<file path="src/hw/rtl/substring_position_search_top_macros.svh">
`ifndef SUBSTRING_POSITION_SEARCH_TOP_MACROS_SVH
`define SUBSTRING_POSITION_SEARCH_TOP_MACROS_SVH

// Same-cycle implication, sampled on clk, quiet while rst is high.
`define SPS_ASSERT_NOW(label, ante, cons, msg) \
  label: assert property (@(posedge clk) disable iff (rst) (ante) |-> (cons)) \
    else $error(msg);

// Next-cycle implication, sampled on clk, quiet while rst is high.
`define SPS_ASSERT_NEXT(label, ante, cons, msg) \
  label: assert property (@(posedge clk) disable iff (rst) (ante) |=> (cons)) \
    else $error(msg);

`endif

</file>
<file path="src/hw/rtl/sps_pkg.sv">
`default_nettype none

package sps_pkg;

  localparam int PATTERN_MAX    = 16;
  localparam int POSITION_WIDTH = 16;

  localparam int FIELD_W   = 16;
  localparam int CFG_W     = 64;
  localparam int PLEN_W    = 5;
  localparam int REG_IDX_W = 2;
  localparam int LEN_W     = $clog2(PATTERN_MAX + 1);
  localparam int IDX_W     = (PATTERN_MAX > 1) ? $clog2(PATTERN_MAX) : 1;
  localparam int WIN_DEPTH = (PATTERN_MAX > 1) ? PATTERN_MAX - 1 : 1;

  localparam logic [7:0] CHAR_END = 8'h00;
  localparam logic [POSITION_WIDTH-1:0] POS_LIMIT = {POSITION_WIDTH{1'b1}};

  typedef enum logic [REG_IDX_W-1:0] {
    REG_PATTERN_LOW  = 2'd0,
    REG_PATTERN_HIGH = 2'd1,
    REG_PATTERN_LEN  = 2'd2,
    REG_SEARCH_LAST  = 2'd3
  } sps_reg_t;

  // Pattern as seen from the newest byte: rev[d] pairs with the byte d places back.
  typedef struct packed {
    logic [PATTERN_MAX-1:0][7:0] rev;
    logic [PATTERN_MAX-1:0]      mask;
    logic [LEN_W-1:0]            used_len;
    logic                        search_last;
  } sps_cfg_t;

  function automatic logic [FIELD_W-1:0] pos_field(input logic [POSITION_WIDTH-1:0] v);
    logic [POSITION_WIDTH+FIELD_W-1:0] w;
    w = {{FIELD_W{1'b0}}, v};
    return w[FIELD_W-1:0];
  endfunction

endpackage

`default_nettype wire

</file>
<file path="src/hw/rtl/substring_position_search_top.sv">
`default_nettype none

// Substring position search: bytes of a string stream in one per transfer and
// are compared, one byte per cycle, against a configured pattern of up to 16
// bytes through a 16-byte window compare. A zero byte ends the string and
// yields one result transfer (position, found flag, length, too_long); other
// bytes yield nothing. An accepted byte is held in the input register until it
// is consumed; a terminator's result is registered into the outputs when the
// terminator is consumed. Throughput is one byte per cycle; only a terminator
// waits, and only while the previous result is still held by out_stall. Write
// configuration only while no string is in flight.

`include "substring_position_search_top_macros.svh"

module substring_position_search_top
  import sps_pkg::*;
(
  input  wire logic                 clk,
  input  wire logic                 rst,
  input  wire logic                 cfg_wr_en,
  input  wire logic [REG_IDX_W-1:0] cfg_index,
  input  wire logic [CFG_W-1:0]     cfg_data,
  input  wire logic                 in_valid,
  output logic                      in_stall,
  input  wire logic [7:0]           char_code,
  output logic                      out_valid,
  input  wire logic                 out_stall,
  output logic [FIELD_W-1:0]        match_position,
  output logic                      match_found,
  output logic [FIELD_W-1:0]        string_length,
  output logic                      too_long
);

  sps_cfg_t cfg;

  sps_cfg u_cfg (
    .clk       (clk),
    .rst       (rst),
    .cfg_wr_en (cfg_wr_en),
    .cfg_index (cfg_index),
    .cfg_data  (cfg_data),
    .cfg       (cfg)
  );

  // Input register
  logic       in_full;
  logic [7:0] char_r;
  logic       in_term;
  logic       take;
  logic       fire;

  assign in_term  = char_r == CHAR_END;
  assign take     = !in_term || !out_valid || !out_stall;
  assign fire     = in_full && take;
  assign in_stall = in_full && !take;

  always_ff @(posedge clk) begin
    if (rst) begin
      in_full <= 1'b0;
    end else if (!in_stall) begin
      in_full <= in_valid;
    end
  end

  always_ff @(posedge clk) begin
    if (!in_stall && in_valid) begin
      char_r <= char_code;
    end
  end

  // Per-string state
  logic [POSITION_WIDTH-1:0] byte_index;
  logic                      seen_match;
  logic [POSITION_WIDTH-1:0] kept_position;
  logic                      length_overflow;

  logic                      win_hit;
  logic                      advance;
  logic                      len_nz;
  logic                      enough;
  logic                      match_now;
  logic [POSITION_WIDTH-1:0] start_pos;

  assign advance = fire && !in_term;

  sps_window u_window (
    .clk     (clk),
    .advance (advance),
    .char_in (char_r),
    .cfg     (cfg),
    .hit     (win_hit)
  );

  assign len_nz    = cfg.used_len != '0;
  assign enough    = ({1'b0, byte_index} + (POSITION_WIDTH + 1)'(1))
                     >= (POSITION_WIDTH + 1)'(cfg.used_len);
  assign match_now = len_nz && enough && win_hit;
  assign start_pos = byte_index + POSITION_WIDTH'(1) - POSITION_WIDTH'(cfg.used_len);

  always_ff @(posedge clk) begin
    if (rst) begin
      byte_index      <= '0;
      seen_match      <= 1'b0;
      kept_position   <= '0;
      length_overflow <= 1'b0;
    end else if (fire && in_term) begin
      byte_index      <= '0;
      seen_match      <= 1'b0;
      kept_position   <= '0;
      length_overflow <= 1'b0;
    end else if (advance) begin
      if (match_now) begin
        if (cfg.search_last || !seen_match) begin
          kept_position <= start_pos;
        end
        seen_match <= 1'b1;
      end
      // Hold the index at its limit and flag the overflow.
      if (byte_index == POS_LIMIT) begin
        length_overflow <= 1'b1;
      end else begin
        byte_index <= byte_index + POSITION_WIDTH'(1);
      end
    end
  end

  // Result
  logic                      slen_nz;
  logic                      found_next;
  logic [POSITION_WIDTH-1:0] pos_next;

  assign slen_nz = byte_index != '0;

  always_comb begin
    if (!len_nz) begin
      found_next = slen_nz;
      pos_next   = (cfg.search_last && slen_nz) ? byte_index - POSITION_WIDTH'(1) : '0;
    end else begin
      found_next = seen_match;
      if (seen_match) begin
        pos_next = kept_position;
      end else begin
        pos_next = cfg.search_last ? '0 : byte_index;
      end
    end
  end

  always_ff @(posedge clk) begin
    if (rst) begin
      out_valid <= 1'b0;
    end else if (fire && in_term) begin
      out_valid <= 1'b1;
    end else if (!out_stall) begin
      out_valid <= 1'b0;
    end
  end

  always_ff @(posedge clk) begin
    if (fire && in_term) begin
      match_position <= pos_field(pos_next);
      match_found    <= found_next;
      string_length  <= pos_field(byte_index);
      too_long       <= length_overflow;
    end
  end

  `SPS_ASSERT_NOW(a_overflow_at_limit, length_overflow, byte_index == POS_LIMIT, "overflow flag set below the index limit")
  `SPS_ASSERT_NOW(a_kept_needs_match, !seen_match, kept_position == '0, "position kept without a match")
  `SPS_ASSERT_NOW(a_bytes_never_wait, in_full && !in_term, !in_stall, "non-terminator byte held back")
  `SPS_ASSERT_NEXT(a_result_loaded, fire && in_term, out_valid && string_length == pos_field($past(byte_index)), "terminator did not load its result")

endmodule

`default_nettype wire

</file>
<file path="src/hw/rtl/sps_cfg.sv">
`default_nettype none

module sps_cfg
  import sps_pkg::*;
(
  input  wire logic                 clk,
  input  wire logic                 rst,
  input  wire logic                 cfg_wr_en,
  input  wire logic [REG_IDX_W-1:0] cfg_index,
  input  wire logic [CFG_W-1:0]     cfg_data,
  output sps_cfg_t                  cfg
);

  logic [CFG_W-1:0]  pattern_low;
  logic [CFG_W-1:0]  pattern_high;
  logic [PLEN_W-1:0] pattern_length;
  logic              search_last;

  always_ff @(posedge clk) begin
    if (rst) begin
      pattern_low    <= '0;
      pattern_high   <= '0;
      pattern_length <= '0;
      search_last    <= 1'b0;
    end else if (cfg_wr_en) begin
      case (cfg_index)
        REG_PATTERN_LOW:  pattern_low    <= cfg_data;
        REG_PATTERN_HIGH: pattern_high   <= cfg_data;
        REG_PATTERN_LEN:  pattern_length <= cfg_data[PLEN_W-1:0];
        REG_SEARCH_LAST:  search_last    <= cfg_data[0];
        default: ;
      endcase
    end
  end

  // Bytes past the two data registers read as zero.
  logic [8*PATTERN_MAX+2*CFG_W-1:0] all_bytes;
  logic [PATTERN_MAX-1:0][7:0]      pbyte;
  logic [LEN_W-1:0]                 used_len;
  logic [LEN_W-1:0]                 diff;

  assign all_bytes = {{(8*PATTERN_MAX){1'b0}}, pattern_high, pattern_low};

  always_comb begin
    for (int j = 0; j < PATTERN_MAX; j++) begin
      pbyte[j] = all_bytes[8*j +: 8];
    end
  end

  always_comb begin
    if ((LEN_W + PLEN_W)'(pattern_length) > (LEN_W + PLEN_W)'(PATTERN_MAX)) begin
      used_len = LEN_W'(PATTERN_MAX);
    end else begin
      used_len = LEN_W'(pattern_length);
    end
  end

  always_comb begin
    diff = '0;
    for (int d = 0; d < PATTERN_MAX; d++) begin
      diff        = used_len - LEN_W'(d + 1);
      cfg.mask[d] = LEN_W'(d) < used_len;
      cfg.rev[d]  = cfg.mask[d] ? pbyte[diff[IDX_W-1:0]] : 8'h00;
    end
    cfg.used_len    = used_len;
    cfg.search_last = search_last;
  end

endmodule

`default_nettype wire

</file>
<file path="src/hw/rtl/sps_window.sv">
`default_nettype none

module sps_window
  import sps_pkg::*;
(
  input  wire logic       clk,
  input  wire logic       advance,
  input  wire logic [7:0] char_in,
  input  wire sps_cfg_t   cfg,
  output logic            hit
);

  // Previous bytes, newest first. Only entries inside the current string are
  // ever compared, so no clearing is needed.
  logic [WIN_DEPTH-1:0][7:0] recent;
  logic [PATTERN_MAX-1:0]    eq;

  always_ff @(posedge clk) begin
    if (advance) begin
      recent[0] <= char_in;
      for (int i = 1; i < WIN_DEPTH; i++) begin
        recent[i] <= recent[i-1];
      end
    end
  end

  always_comb begin
    eq[0] = !cfg.mask[0] || (char_in == cfg.rev[0]);
    for (int d = 1; d < PATTERN_MAX; d++) begin
      eq[d] = !cfg.mask[d] || (recent[d-1] == cfg.rev[d]);
    end
  end

  assign hit = &eq;

endmodule

`default_nettype wire

</file>
<file path="config.mk">
export PLATFORM = sky130hd
export DESIGN_NAME = substring_position_search_top
export DESIGN_NICKNAME = d
export VERILOG_FILES = /design/src/hw/rtl/sps_pkg.sv /design/src/hw/rtl/substring_position_search_top.sv /design/src/hw/rtl/sps_cfg.sv /design/src/hw/rtl/sps_window.sv
export VERILOG_INCLUDE_DIRS = /design/src /design/src/hw/rtl
export SDC_FILE = /design/constraint.sdc
export NUM_CORES = 1
export LEC_CHECK = 0
export ABC_AREA = 1
export BUFFER_PORTS_ARGS = -buffer_cell sky130_fd_sc_hd__buf_2
export CAP_MARGIN = 10
export CELL_PAD_IN_SITES_DETAIL_PLACEMENT = 2
export CELL_PAD_IN_SITES_GLOBAL_PLACEMENT = 2
export CORE_UTILIZATION = 25
export DETAILED_ROUTE_END_ITERATION = 8
export GPL_TIMING_DRIVEN = 1
export MAX_ROUTING_LAYER = met4
export PLACE_DENSITY = 0.59
export SLEW_MARGIN = 20
export SYNTH_ARGS = -nofsm -noshare
export SYNTH_HDL_FRONTEND = slang
export SYNTH_SLANG_ARGS = --single-unit
</file>
<file path="constraint.sdc">
create_clock -name clk -period 8.8 [get_ports clk]
set_input_delay 0.88 -clock clk [delete_from_list [all_inputs] [get_ports clk]]
set_output_delay 0.88 -clock clk [all_outputs]
set_load 0.05 [all_outputs]
</file>
==> Word level (Yosys, flattened, before mapping) <==
Index checks and enable logic that the tools add are counted.
Widths: inputs -> output; s select.
{ "totals": {"regBits": 332, "input_bits": 79, "elab_cells": 225} }
{ "classes": {"n_addsub": 20, "n_lt_le_gt_ge": 34, "n_eq_ne": 21, "muxes": 56, "bitwise": 1, "reduce_logical": 63} }
{ "ops": {"columns": ["op", "count"], "rows": [
  ["$bmux 8 s4", 16],
  ["$mux 8", 32],
  ["$eq 8x8->1", 16],
  ["$lt 4x5->1 const B", 16],
  ["$mux 16", 4],
  ["$lt 4x5->1 const A", 8],
  ["$sub 4x4->4 const B", 8],
  ["$logic_not 1->1", 22],
  ["$lt 3x5->1 const A", 4],
  ["$logic_or 1x1->1", 19],
  ["$add 16x1->17 const B", 1],
  ["$ge 17x5->1", 1],
  ["$add 16x1->16 const B", 1],
  ["$eq 16x16->1 const B", 1],
  ["$reduce_and 16->1", 1],
  ["$reduce_bool 16->1", 1],
  ["$sub 16x1->16 const B", 1],
  ["$sub 16x5->16", 1],
  ["$sub 4x3->4 const B", 4],
  ["$reduce_and 2->1", 7],
  ["$lt 1x5->1 const A", 2],
  ["$lt 2x5->1 const A", 2],
  ["$logic_and 1x1->1", 8],
  ["$logic_not 8->1", 1],
  ["13 further kinds", 18]
]} }

==> Logic depth before layout (Yosys ltp) <==
Gate-level depths: netlist of run 1.
{ "depth": {"ltp_word": 11, "mapped_depth": 30} }

==> Cells and area by module <==
Synthesis of run 1 repeated with hierarchy kept, for this count alone.
{ "unflattened": {"cells_unflattened": 2979, "area_unflattened_um2": 20628.5} }
{ "by_module_without_submodules": {"columns": ["mod", "n_inst", "cells_each", "area_per_inst_um2", "seq_area_each_um2"], "rows": [
  ["sps_cfg", 1, 2009, 10945.5, 2682.6],
  ["sps_window", 1, 447, 5401.4, 3603.5],
  ["substring_position_search_top", 1, 523, 4281.6, 1981.9]
]} }

==> Worst setup path after synthesis of run 1 <==
No wires, ideal clock.
{ "synth_timing": {"path_type": "register -> register", "startpoint": "reg char_r[7]", "endpoint": "reg byte_index[10]", "setup_ps": 70, "arrival_time_ps": 7385, "path_slack_ps": 1344, "path_stages_with_launch": 10, "synth_period_minus_slack_ps": 7456, "path_cell_list": "edfxtp_1 inv_1 nand4_1 nor2_1 nor2_1 nand2_1 inv_1 clkbuf_1 nand2_1 a21oi_1"} }
{ "synth_between": {"elab_chain_cells": 7, "elab_cells_between_ends": 9} }
{ "synth_rtl": {"columns": ["element", "line", "source"], "rows": [
  ["from (decl)", "substring_position_search_top.sv:47", "logic [7:0] char_r;"],
  ["from (signal assigned)", "substring_position_search_top.sv:67", "char_r <= char_code;"],
  ["$logic_not 8->1 *", "substring_position_search_top.sv:52", "assign in_term = char_r == CHAR_END;"],
  ["$logic_not 1->1 *", "substring_position_search_top.sv:53, substring_position_search_top.sv:84", null],
  ["$logic_or 1x1->1 (2 in a row)", "substring_position_search_top.sv:53", "assign take = !in_term || !out_valid || !out_stall;"],
  ["$logic_and 1x1->1", "substring_position_search_top.sv:54", "assign fire = in_full && take;"],
  ["$logic_and 1x1->1 *", "substring_position_search_top.sv:84", "assign advance = fire && !in_term;"],
  ["via advance", "substring_position_search_top.sv:78", "logic advance;"],
  ["$reduce_and 2->1 (no line) *", null, null],
  ["to (signal assigned)", "substring_position_search_top.sv:122", "byte_index <= byte_index + POSITION_WIDTH'(1);"],
  ["to (decl)", "substring_position_search_top.sv:72", "logic [POSITION_WIDTH-1:0] byte_index;"]
]} }
Mark *: on every way through the listed nets, which the timed path passes. The rest lies on a longest branch.
A chain may end at the register's enable or synchronous reset.

==> Worst setup path after layout of run 1 <==
{ "layout_timing": {"startpoint": "reg u_cfg.pattern_length[4]", "endpoint": "reg kept_position[2]"} }
{ "layout_between": {"elab_chain_cells": 11, "elab_cells_between_ends": 137} }
{ "layout_rtl": {"columns": ["element", "line", "source"], "rows": [
  ["from (decl)", "sps_cfg.sv:16", "logic [PLEN_W-1:0] pattern_length;"],
  ["from (signal assigned)", "sps_cfg.sv:29", "REG_PATTERN_LEN: pattern_length <= cfg_data[PLEN_W-1:0];"],
  ["$gt 5x5->1", "sps_cfg.sv:51", "if ((LEN_W + PLEN_W)'(pattern_length) > (LEN_W + PLEN_W)'(PATTERN_MAX)) begin"],
  ["$mux 5 *", "sps_cfg.sv:51", null],
  ["$sub 4x1->4, or another cell as far along", "sps_cfg.sv:61", "diff = used_len - LEN_W'(d + 1);"],
  ["$bmux 8 s4", "sps_cfg.sv:63", "cfg.rev[d] = cfg.mask[d] ? pbyte[diff[IDX_W-1:0]] : 8'h00;"],
  ["$mux 8 (implied by the code)", "sps_cfg.sv:63", null],
  ["$mux 8", "sps_cfg.sv:63", null],
  ["$eq 8x8->1, on equally long branches", "sps_window.sv:28, sps_window.sv:30", null],
  ["$logic_or 1x1->1, on equally long branches", "sps_window.sv:28, sps_window.sv:30", null],
  ["$reduce_and 16->1", "sps_window.sv:34", "assign hit = &eq;"],
  ["$logic_and 1x1->1", "substring_position_search_top.sv:97", "assign match_now = len_nz && enough && win_hit;"],
  ["$reduce_and 3->1 (no line)", null, null],
  ["to (signal assigned)", "substring_position_search_top.sv:114", "kept_position <= start_pos;"],
  ["to (decl)", "substring_position_search_top.sv:74", "logic [POSITION_WIDTH-1:0] kept_position;"]
]} }
Every way passes the cells marked *; elsewhere a longest branch is shown, timed or not. The select of a mux whose other input is x is not followed.

==> summary.md, run 1 <==
| Metric | Value |
|---|---|
| Number of nets in the synthesized netlist | 3,212 |
| Fraction of post-synthesis cell area in the top cell type by area | 23.0% |
| Sink Count | 332 |
| I/O Buffers | between 100 and 150 |
| Cts-stage hold buffer count | 0 |
| Cell area after synthesis | 0.0211 mm^2 |
| Total iterations of the first detailed-routing run | 5 |
| Clock-pin slew on the worst setup and hold paths | 0.07 ns |
| Startpoint kind of the worst setup timing path | flop |
| Weighted congestion reported at the end of routability-driven placement | 0.964 |
| Via count of the first global-routing pass | 23,938 |
| Largest net degree at the start of global routing | 100 |
| Net count reported at finish | about 3,200 |
| Fraction of layout instances using a drive strength above 1 | 8.11% |
| Highest routing layer actually used | met4 |
| Critical path start-end classification | flop to flop |
| Proportion of synthesized chip area in sequential cells | 39.1% |
| Count of H-tree levels built during CTS | 2 |
| Most instantiated library cell after synthesis | nand2_1 |
| Switching share of power | 35.4% |
| Effective utilization at floorplan | around a quarter |
| Number of diodes added for antenna fixing | 0 |
| Clock Tree Buf Depth | 3 |
| Critical path data required time | 9.32 ns |
| Clock latency reported for the late side of the worst-skew pair | around 0.60 ns |
| Post-detailed-placement half-perimeter wirelength | 95,800 um |
| Sequential group share of total power | 36.7% |
| Initial DRC Count | approximately 1,700 |
| Number of maximum-capacitance violations | 0 |
| Filler cell count | about 10,000 |
| Post-detailed-route wirelength per cell | roughly 28 um |
| Largest area contributor in the netlist | edfxtp_1 |
| Width of the die | 293 um |
| Met1 Routed Length | 54,600 um |
| Detailed-route wire length | 121,000 um |
| Most used flip-flop cell after synthesis | dfxtp_1 |
| Mean cell area of the mapped netlist | 6.76 um^2 |
| IR drop worst, VDD | ~0.13 mV |
| Max-slew headroom | 20.9% |
| Run status | complete, no violations |
| Upper clock frequency limit | between 150 and 200 MHz |
| Setup slack of the critical path after layout | 2.92 ns |
| Cell count after placement | 4,233 |
| Layout Cell Area excl Fill | 0.0242 mm^2 |
| Post-route ant nets | 0 |
| Setup repair after global routing missed its margin | no |
| Type of the worst min-delay path | flop to flop |
| Placement Rows | ~110 |
| Hold path depth | 0 |
| Synthesis Warnings | 0 |
| DP Worst Slack | 3.02 ns |
| Post-CTS Setup Repair Bufs | 0 |
| Count of state elements after synthesis | 332 |
| Die ar. | 0.0856 mm^2 |
| Length in cells of the worst reg-to-reg path | 20 |
| CTS Buf Count | 44 |
| Final Critical Period | slightly below 6 ns |
| Critical Path Sink Type | flop |
| Number of placed I/O pins | approximately 120 |
| Fin Setup TNS | 0 ns |
| DRC errors left | 0 |
| Met3 WL post-DR | 4290 um |
| Clock Tree Root | clkbuf_16 |
| Max incr delay on CP | 0.77 ns |
| Cell types occupying the most area after synthesis | edfxtp_1 23%, nand2_1 17%, dfxtp_1 16% |
| Leading cell types by count after synthesis | 929 x nand2_1, 641 x nand3_1, 261 x inv_1, 220 x nor2_1, 184 x o21ai_0 |
| Core ar. | approximately 0.084 mm^2 |
| DR vias/cell | around 5.3 |
| Most frequent cell on the critical path | nand2_1 |
| Cells resized by post-CTS repair | 0 |
| Proportion of register bits with asynchronous set or reset after synthesis | 0% |
| First-pass GRT wire length | 174,000 um |
| Number of enable-type register cells in the synthesized netlist | 162 |
| Final setup vio count | 0 |
| Total number of vias | 22,825 |
| Actual slew at the worst max-slew pin | between 1 and 1.5 ns |
| List of cells traversed by the critical path | buf_4 > inv_4 > nand2_8 > ha_1 > xor2_2 > buf_4 > nand3_1 > nand3_1 > nand3_1 > nand2_1 > nand2_1 > nor2_1 > nand2_1 > nand2_1 > nand4_1 > nor2_4 > nand3_4 > nand2_1 > inv_1 > nor2_1 |
| Switching power summed over all nets | about 1700 uW |
| Share of the cycle needed by the critical path after routing | 66.8% |
| Remaining global-route overflow | 0 |
| Die Span Y | roughly 290 um |
| Overall power consumption | 4810 uW |
| Number of antenna violations at the first check in global routing | 4 |
| Arrival time worst endpoint | 6.39 ns |
| Final Instance Count excl. Fillers | 4,315 |
| Number of instances in the synthesized netlist | approximately 3,100 |
| Post-synth cell types | 45 |
| Number of pins exceeding their max-slew limit in the final report | 0 |
| Clock skew after layout | 0.0216 ns |
| Clock tree from TritonCTS | yes |
| Clock power share | about two fifths |
| Leakage power summed over all cells | 0.0105 uW |
| Number of hold-slack violations in the final timing report | 0 |
| Standard cell with the maximum stage delay on the critical path | xor2_2 |
| GRT Total Usage | 29.0% |
| Maximum net fanout on the critical path | between 70 and 80 |
| Internal Pwr Total | just over 3000 uW |
| Signed area change from the synthesized netlist to the final layout | 14.4% |
| Met2 wirelength from detailed routing | 55,500 um |
| Proportion of power drawn by combinational gates | 22.8% |
| Placed cell areas | 0.0226 mm^2 |
| P per Cell Area | between 150 and 200 mW/mm^2 |
==> placed cells by master (no fill, tap or decap), drive strengths merged, types with 57 or more instances in the layout <==
| master | count |
|---|---|
| clkbuf | 57 |
| edfxtp | 162 |
| dfxtp | 170 |
| nand4 | 91 |
| nand3 | 643 |
| inv | 268 |
| buf | 148 |
| o21ai | 202 |
| a21oi | 115 |
| nand2 | 937 |
| nor2 | 227 |
==> registers in the layout, indices dropped and copies added, names as in the netlist, 5 cells and up <==
register              count
match_position           16
string_length            16
char_r                    8
byte_index               16
kept_position            16
u_cfg.pattern_high       64
u_cfg.pattern_low        64
u_cfg.pattern_length      5
u_window.recent         120
==> cell families (layout without fill, tap and decap cells) <==
family	Yosys count	count (layout)	share of synthesized area (%)
adders and majority gates	10	10	0.628
xor gates and xnor gates	53	53	2.27
buffers and inverters	442	500	8.76
DFF	332	332	39.1
AOI/OAI and AO/OA	347	347	8.79
and+or+nand+nor	1939	1939	40.4
==> critical path: cells and delay by family, from the launching register on <==
kind          cells  cell delay (ns)
buf+inv           4             1.20
fa+ha+maj         1             0.49
simple gates     14             2.90
flops             1             0.30
xor+xnor          1             0.77
==> power groups by stage <==
stage                     registers [uW]  logic (uW)  clock network [uW]
after CTS                           1770        1080                2000
final                               1770        1100                1950
after detailed placement            1800        1080                   0
after global routing                1770        1180                2040
after floorplan                     1750         630                   0
after global placement              1800        1050                   0
==> layer usage <==
layer	up-vias	global-route usage, %
li1	10483	-
met1	11647	37.2
met2	526	46.0
met3	169	2.49
met4	0	14.0
met5	-	-
==> path summary, 6_finish.rpt <==
check | slack [ns] | start | endpoint
setup / recovery | 2.92 | u_cfg.pattern_length[4] | kept_position[2]
hold reg to reg | 0.44 | length_overflow | too_long
hold / removal | 0.44 | length_overflow | too_long
setup reg to reg | 2.92 | u_cfg.pattern_length[4] | kept_position[2]
==> metrics by stage <==
step	utilization [%]	hold slack, ns
after floorplan	-	0.403
after global placement	27.0	0.420
after detailed placement	27.0	0.432
after CTS	28.8	0.445
after global routing	28.9	0.455
final	28.9	0.443
==> cell type report <==
type | count | area (um^2) | share of cell area, %
tap | 1134 | 1420 | 5.87
timing repair buffer | 148 | 846 | 3.50
sequential | 332 | 8270 | 34.2
multi-input combinational | 2349 | 11100 | 45.9
clock buffer | 57 | 1230 | 5.10
clock inverter | 24 | 293 | 1.21
inverter | 271 | 1020 | 4.23
Power figures use the tool's default switching activity.
==> run 2, diff against run 1 <==
--- a/config.mk
+++ b/config.mk
@@ -15,7 +15,7 @@
 export DETAILED_ROUTE_END_ITERATION = 8
 export GPL_TIMING_DRIVEN = 1
 export MAX_ROUTING_LAYER = met4
-export PLACE_DENSITY = 0.59
+export PLACE_DENSITY = 0.61
 export SLEW_MARGIN = 20
 export SYNTH_ARGS = -nofsm -noshare
 export SYNTH_HDL_FRONTEND = slang
==> constraint.sdc (replaced) <==
create_clock -name clk -period 5.31 [get_ports clk]
set_input_delay 0.531 -clock clk [delete_from_list [all_inputs] [get_ports clk]]
set_output_delay 0.531 -clock clk [all_outputs]
set_load 0.05 [all_outputs]
==> run 2 against run 1 <==
Register-to-register slack got worse by 2.6 ns. Critical path depth up 2. First-iteration DRC count down 11%. Critical endpoint is now kept_position[13]. Count of clock-buffer cells in the layout down 1. Combinational power grew 74%. Routed wire length grew 5.1%.
==> summary.md, run 2 (synthesis results as in run 1) <==
| Metric | Value |
|---|---|
| Run status | complete, no violations |
| Critical path start-end classification | flop to flop |
| Clock power share | 40.3% |
| Remaining global-route overflow | 0 |
| IR drop worst, VDD | 0.200 mV |
| Max reg flops | 120 |
| Final setup vio count | 0 |
| Final Critical Period | 5.00 ns |
| Length in cells of the worst reg-to-reg path | 22 |
| Clock Tree Root | clkbuf_16 |
| Number of antenna violations at the first check in global routing | 2 |
| Switching power summed over all nets | between 2000 and 3000 uW |
| Number of hold-slack violations in the final timing report | 0 |
| Internal Pwr Total | 5220 uW |
| Number of pins exceeding their max-slew limit in the final report | 0 |
| Post-route ant nets | 0 |
| Critical Path Sink Type | flop |
| Capturing point of the worst reg2reg path | kept_position[13] |
| P per Cell Area | 332 mW/mm^2 |
| Via count of the first global-routing pass | 23,878 |
| Clock latency reported for the late side of the worst-skew pair | 0.60 ns |
| Fraction of layout instances using a drive strength above 1 | under 10% |
| Initial DRC Count | about 1,500 |
| Capture point of the worst path | kept_position[13] |
| Maximum net fanout on the critical path | 18 |
| Number of placed I/O pins | 115 |
| Final Instance Count excl. Fillers | 4,337 |
| Number of diodes added for antenna fixing | 0 |
| DR vias/cell | 5.28 |
| Setup repair after global routing missed its margin | no |
| Actual slew at the worst max-slew pin | ~0.98 ns |
| Die ar. | approximately 0.086 mm^2 |
| Weighted congestion reported at the end of routability-driven placement | 1.00 |
| Register with the most flip-flops | u_window.recent |
| Cts-stage hold buffer count | 0 |
| Net count reported at finish | 3,257 |
| Clock skew after layout | around 0.035 ns |
| Count of H-tree levels built during CTS | 2 |
| Total iterations of the first detailed-routing run | 6 |
| Cells resized by post-CTS repair | 0 |
| Number of maximum-capacitance violations | 0 |
| First-pass GRT wire length | 180,000 um |
| GRT Total Usage | a little under a third |
| Sequential Area | approximately 0.0083 mm^2 |
| Clock Tree Buf Depth | 3 |
| Detailed-route wire length | 128,000 um |
| CTS Buf Count | 44 |
| Sequential group share of total power | a little over a third |
| Placed cell areas | 0.0228 mm^2 |
| DRC errors left | 0 |
| Max-slew headroom | 33.9% |
| Cell count after placement | 4,255 |
| Switching share of power | about 36% |
| Clock-pin slew on the worst setup and hold paths | 0.06 ns |
| Share of the cycle needed by the critical path after routing | 94.2% |
| Largest net degree at the start of global routing | 95 |
| Post-detailed-placement half-perimeter wirelength | roughly 100,000 um |
| Layout Cell Area excl Fill | roughly 0.024 mm^2 |
| Fin Setup TNS | 0 ns |
| Startpoint kind of the worst setup timing path | flop |
| Total number of vias | around 23,000 |
| Commonest cells after routing, fill and taps aside | 929 x nand2_1, 640 x nand3_1, 261 x inv_1 |
| Effective utilization at floorplan | 25.2% |
| Critical path data required time | between 5 and 6 ns |
| Worst setup startpoint | u_cfg.pattern_length[1] |
| Width of the die | 293 um |
| Placement Rows | roughly 110 |
| Upper clock frequency limit | ~200 MHz |
| Most common library cell in the layout ignoring fill and taps | nand2_1 |
| Core ar. | ~0.084 mm^2 |
| Worst r2r src | u_cfg.pattern_length[1] |
| Proportion of power drawn by combinational gates | 23.6% |
| Biggest registers after layout | u_window.recent (120), u_cfg.pattern_high (64), u_cfg.pattern_low (64) |
| Post-CTS Setup Repair Bufs | 0 |
| Signed area change from the synthesized netlist to the final layout | 15.5% |
| Sink Count | 332 |
| I/O Buffers | 114 |
| Die Span Y | between 200 and 300 um |
| Clock tree from TritonCTS | yes |
| Arrival time worst endpoint | 5.53 ns |
| Type of the worst min-delay path | input port to flop |
| Area taken by multi-input logic gates | 0.0111 mm^2 |
| Post-detailed-route wirelength per cell | ~29 um |
| Setup slack on the worst flop-to-flop path | about 0.31 ns |
| Post-layout utilization of the core | 29.2% |
| Filler cell count | 9,966 |
| Leakage power summed over all cells | 0.0106 uW |
==> run 2: cell types whose count changed in the layout (fill, tap and decap cells not counted), sizes merged <==
cell | before | now
clkinvlp | 4 | 5
clkbuf | 57 | 56
buf | 148 | 170
==> run 2: metal layers <==
layer  global-route usage, %  routed length (um)  vias to the layer above
li1                        -                   -                    10522
met1                    39.0               57900                    11759
met4                    10.2                4850                        0
met3                    2.23                4080                      131
met5                       -                   0                        -
met2                    50.1               60700                      497
==> run 2: power groups by stage <==
| stage | Combinational (uW) | Clock, uW | Sequential (uW) |
|---|---|---|---|
| floorplan | 1040 | 0 | 2890 |
| global placement | 1850 | 0 | 2970 |
| detailed placement | 1880 | 0 | 2980 |
| CTS | 1890 | 3340 | 2920 |
| global route | 2030 | 3410 | 2930 |
| finish | 1910 | 3270 | 2920 |
==> run 2: worst min-delay path by stage <==
stage	from	to	slack, ns	depth (start not counted)
floorplan	byte_index[2]	string_length[2]	0.40	0
global placement	length_overflow	too_long	0.43	0
detailed placement	length_overflow	too_long	0.42	0
CTS	char_code[5]	char_r[5]	0.09	1
global route	char_code[1]	char_r[1]	0.11	1
finish	char_code[5]	char_r[5]	0.12	1
==> run 2: layout make-up <==
| type | count | area share (%) |
|---|---|---|
| Timing Repair Buffer | 170 | 4.35 |
| Sequential cell | 332 | 33.9 |
| Clock buffer | 56 | 5.17 |
| Tap cell | 1134 | 5.81 |
| Multi-Input combinational cell | 2349 | 45.3 |
| Inverter | 271 | 4.18 |
| Clock inverter | 25 | 1.26 |
==> run 2: per-stage QoR <==
step	hold WS (ns)	total power (uW)	setup slack, ns
6_report	0.117	8100	0.307
5_1_grt	0.107	8370	0.0202
4_1_cts	0.0868	8150	0.271
3_5_place_dp	0.423	4860	0.339
3_3_place_gp	0.427	4820	0.457
2_1_floorplan	0.403	3940	0.177
==> run 2: worst max-delay path: stages (launching register included) <==
cell and delay [ns]:
dfxtp_1 0.60, inv_2 0.19, nor2_4 0.33, nand2_1 0.25
nand2_1 0.58, nand2_1 0.19, inv_1 0.48, nand3_1 0.43
nand2_1 0.16, nand2_1 0.07, nand2_1 0.06, nand2_1 0.05
nor2_1 0.10, nand2_1 0.07, nand2_1 0.08, nand2_1 0.06
inv_1 0.05, nand2_1 0.11, nor2_4 0.43, nand3_4 0.32
nand2_1 0.15, inv_1 0.05, nor2_1 0.08
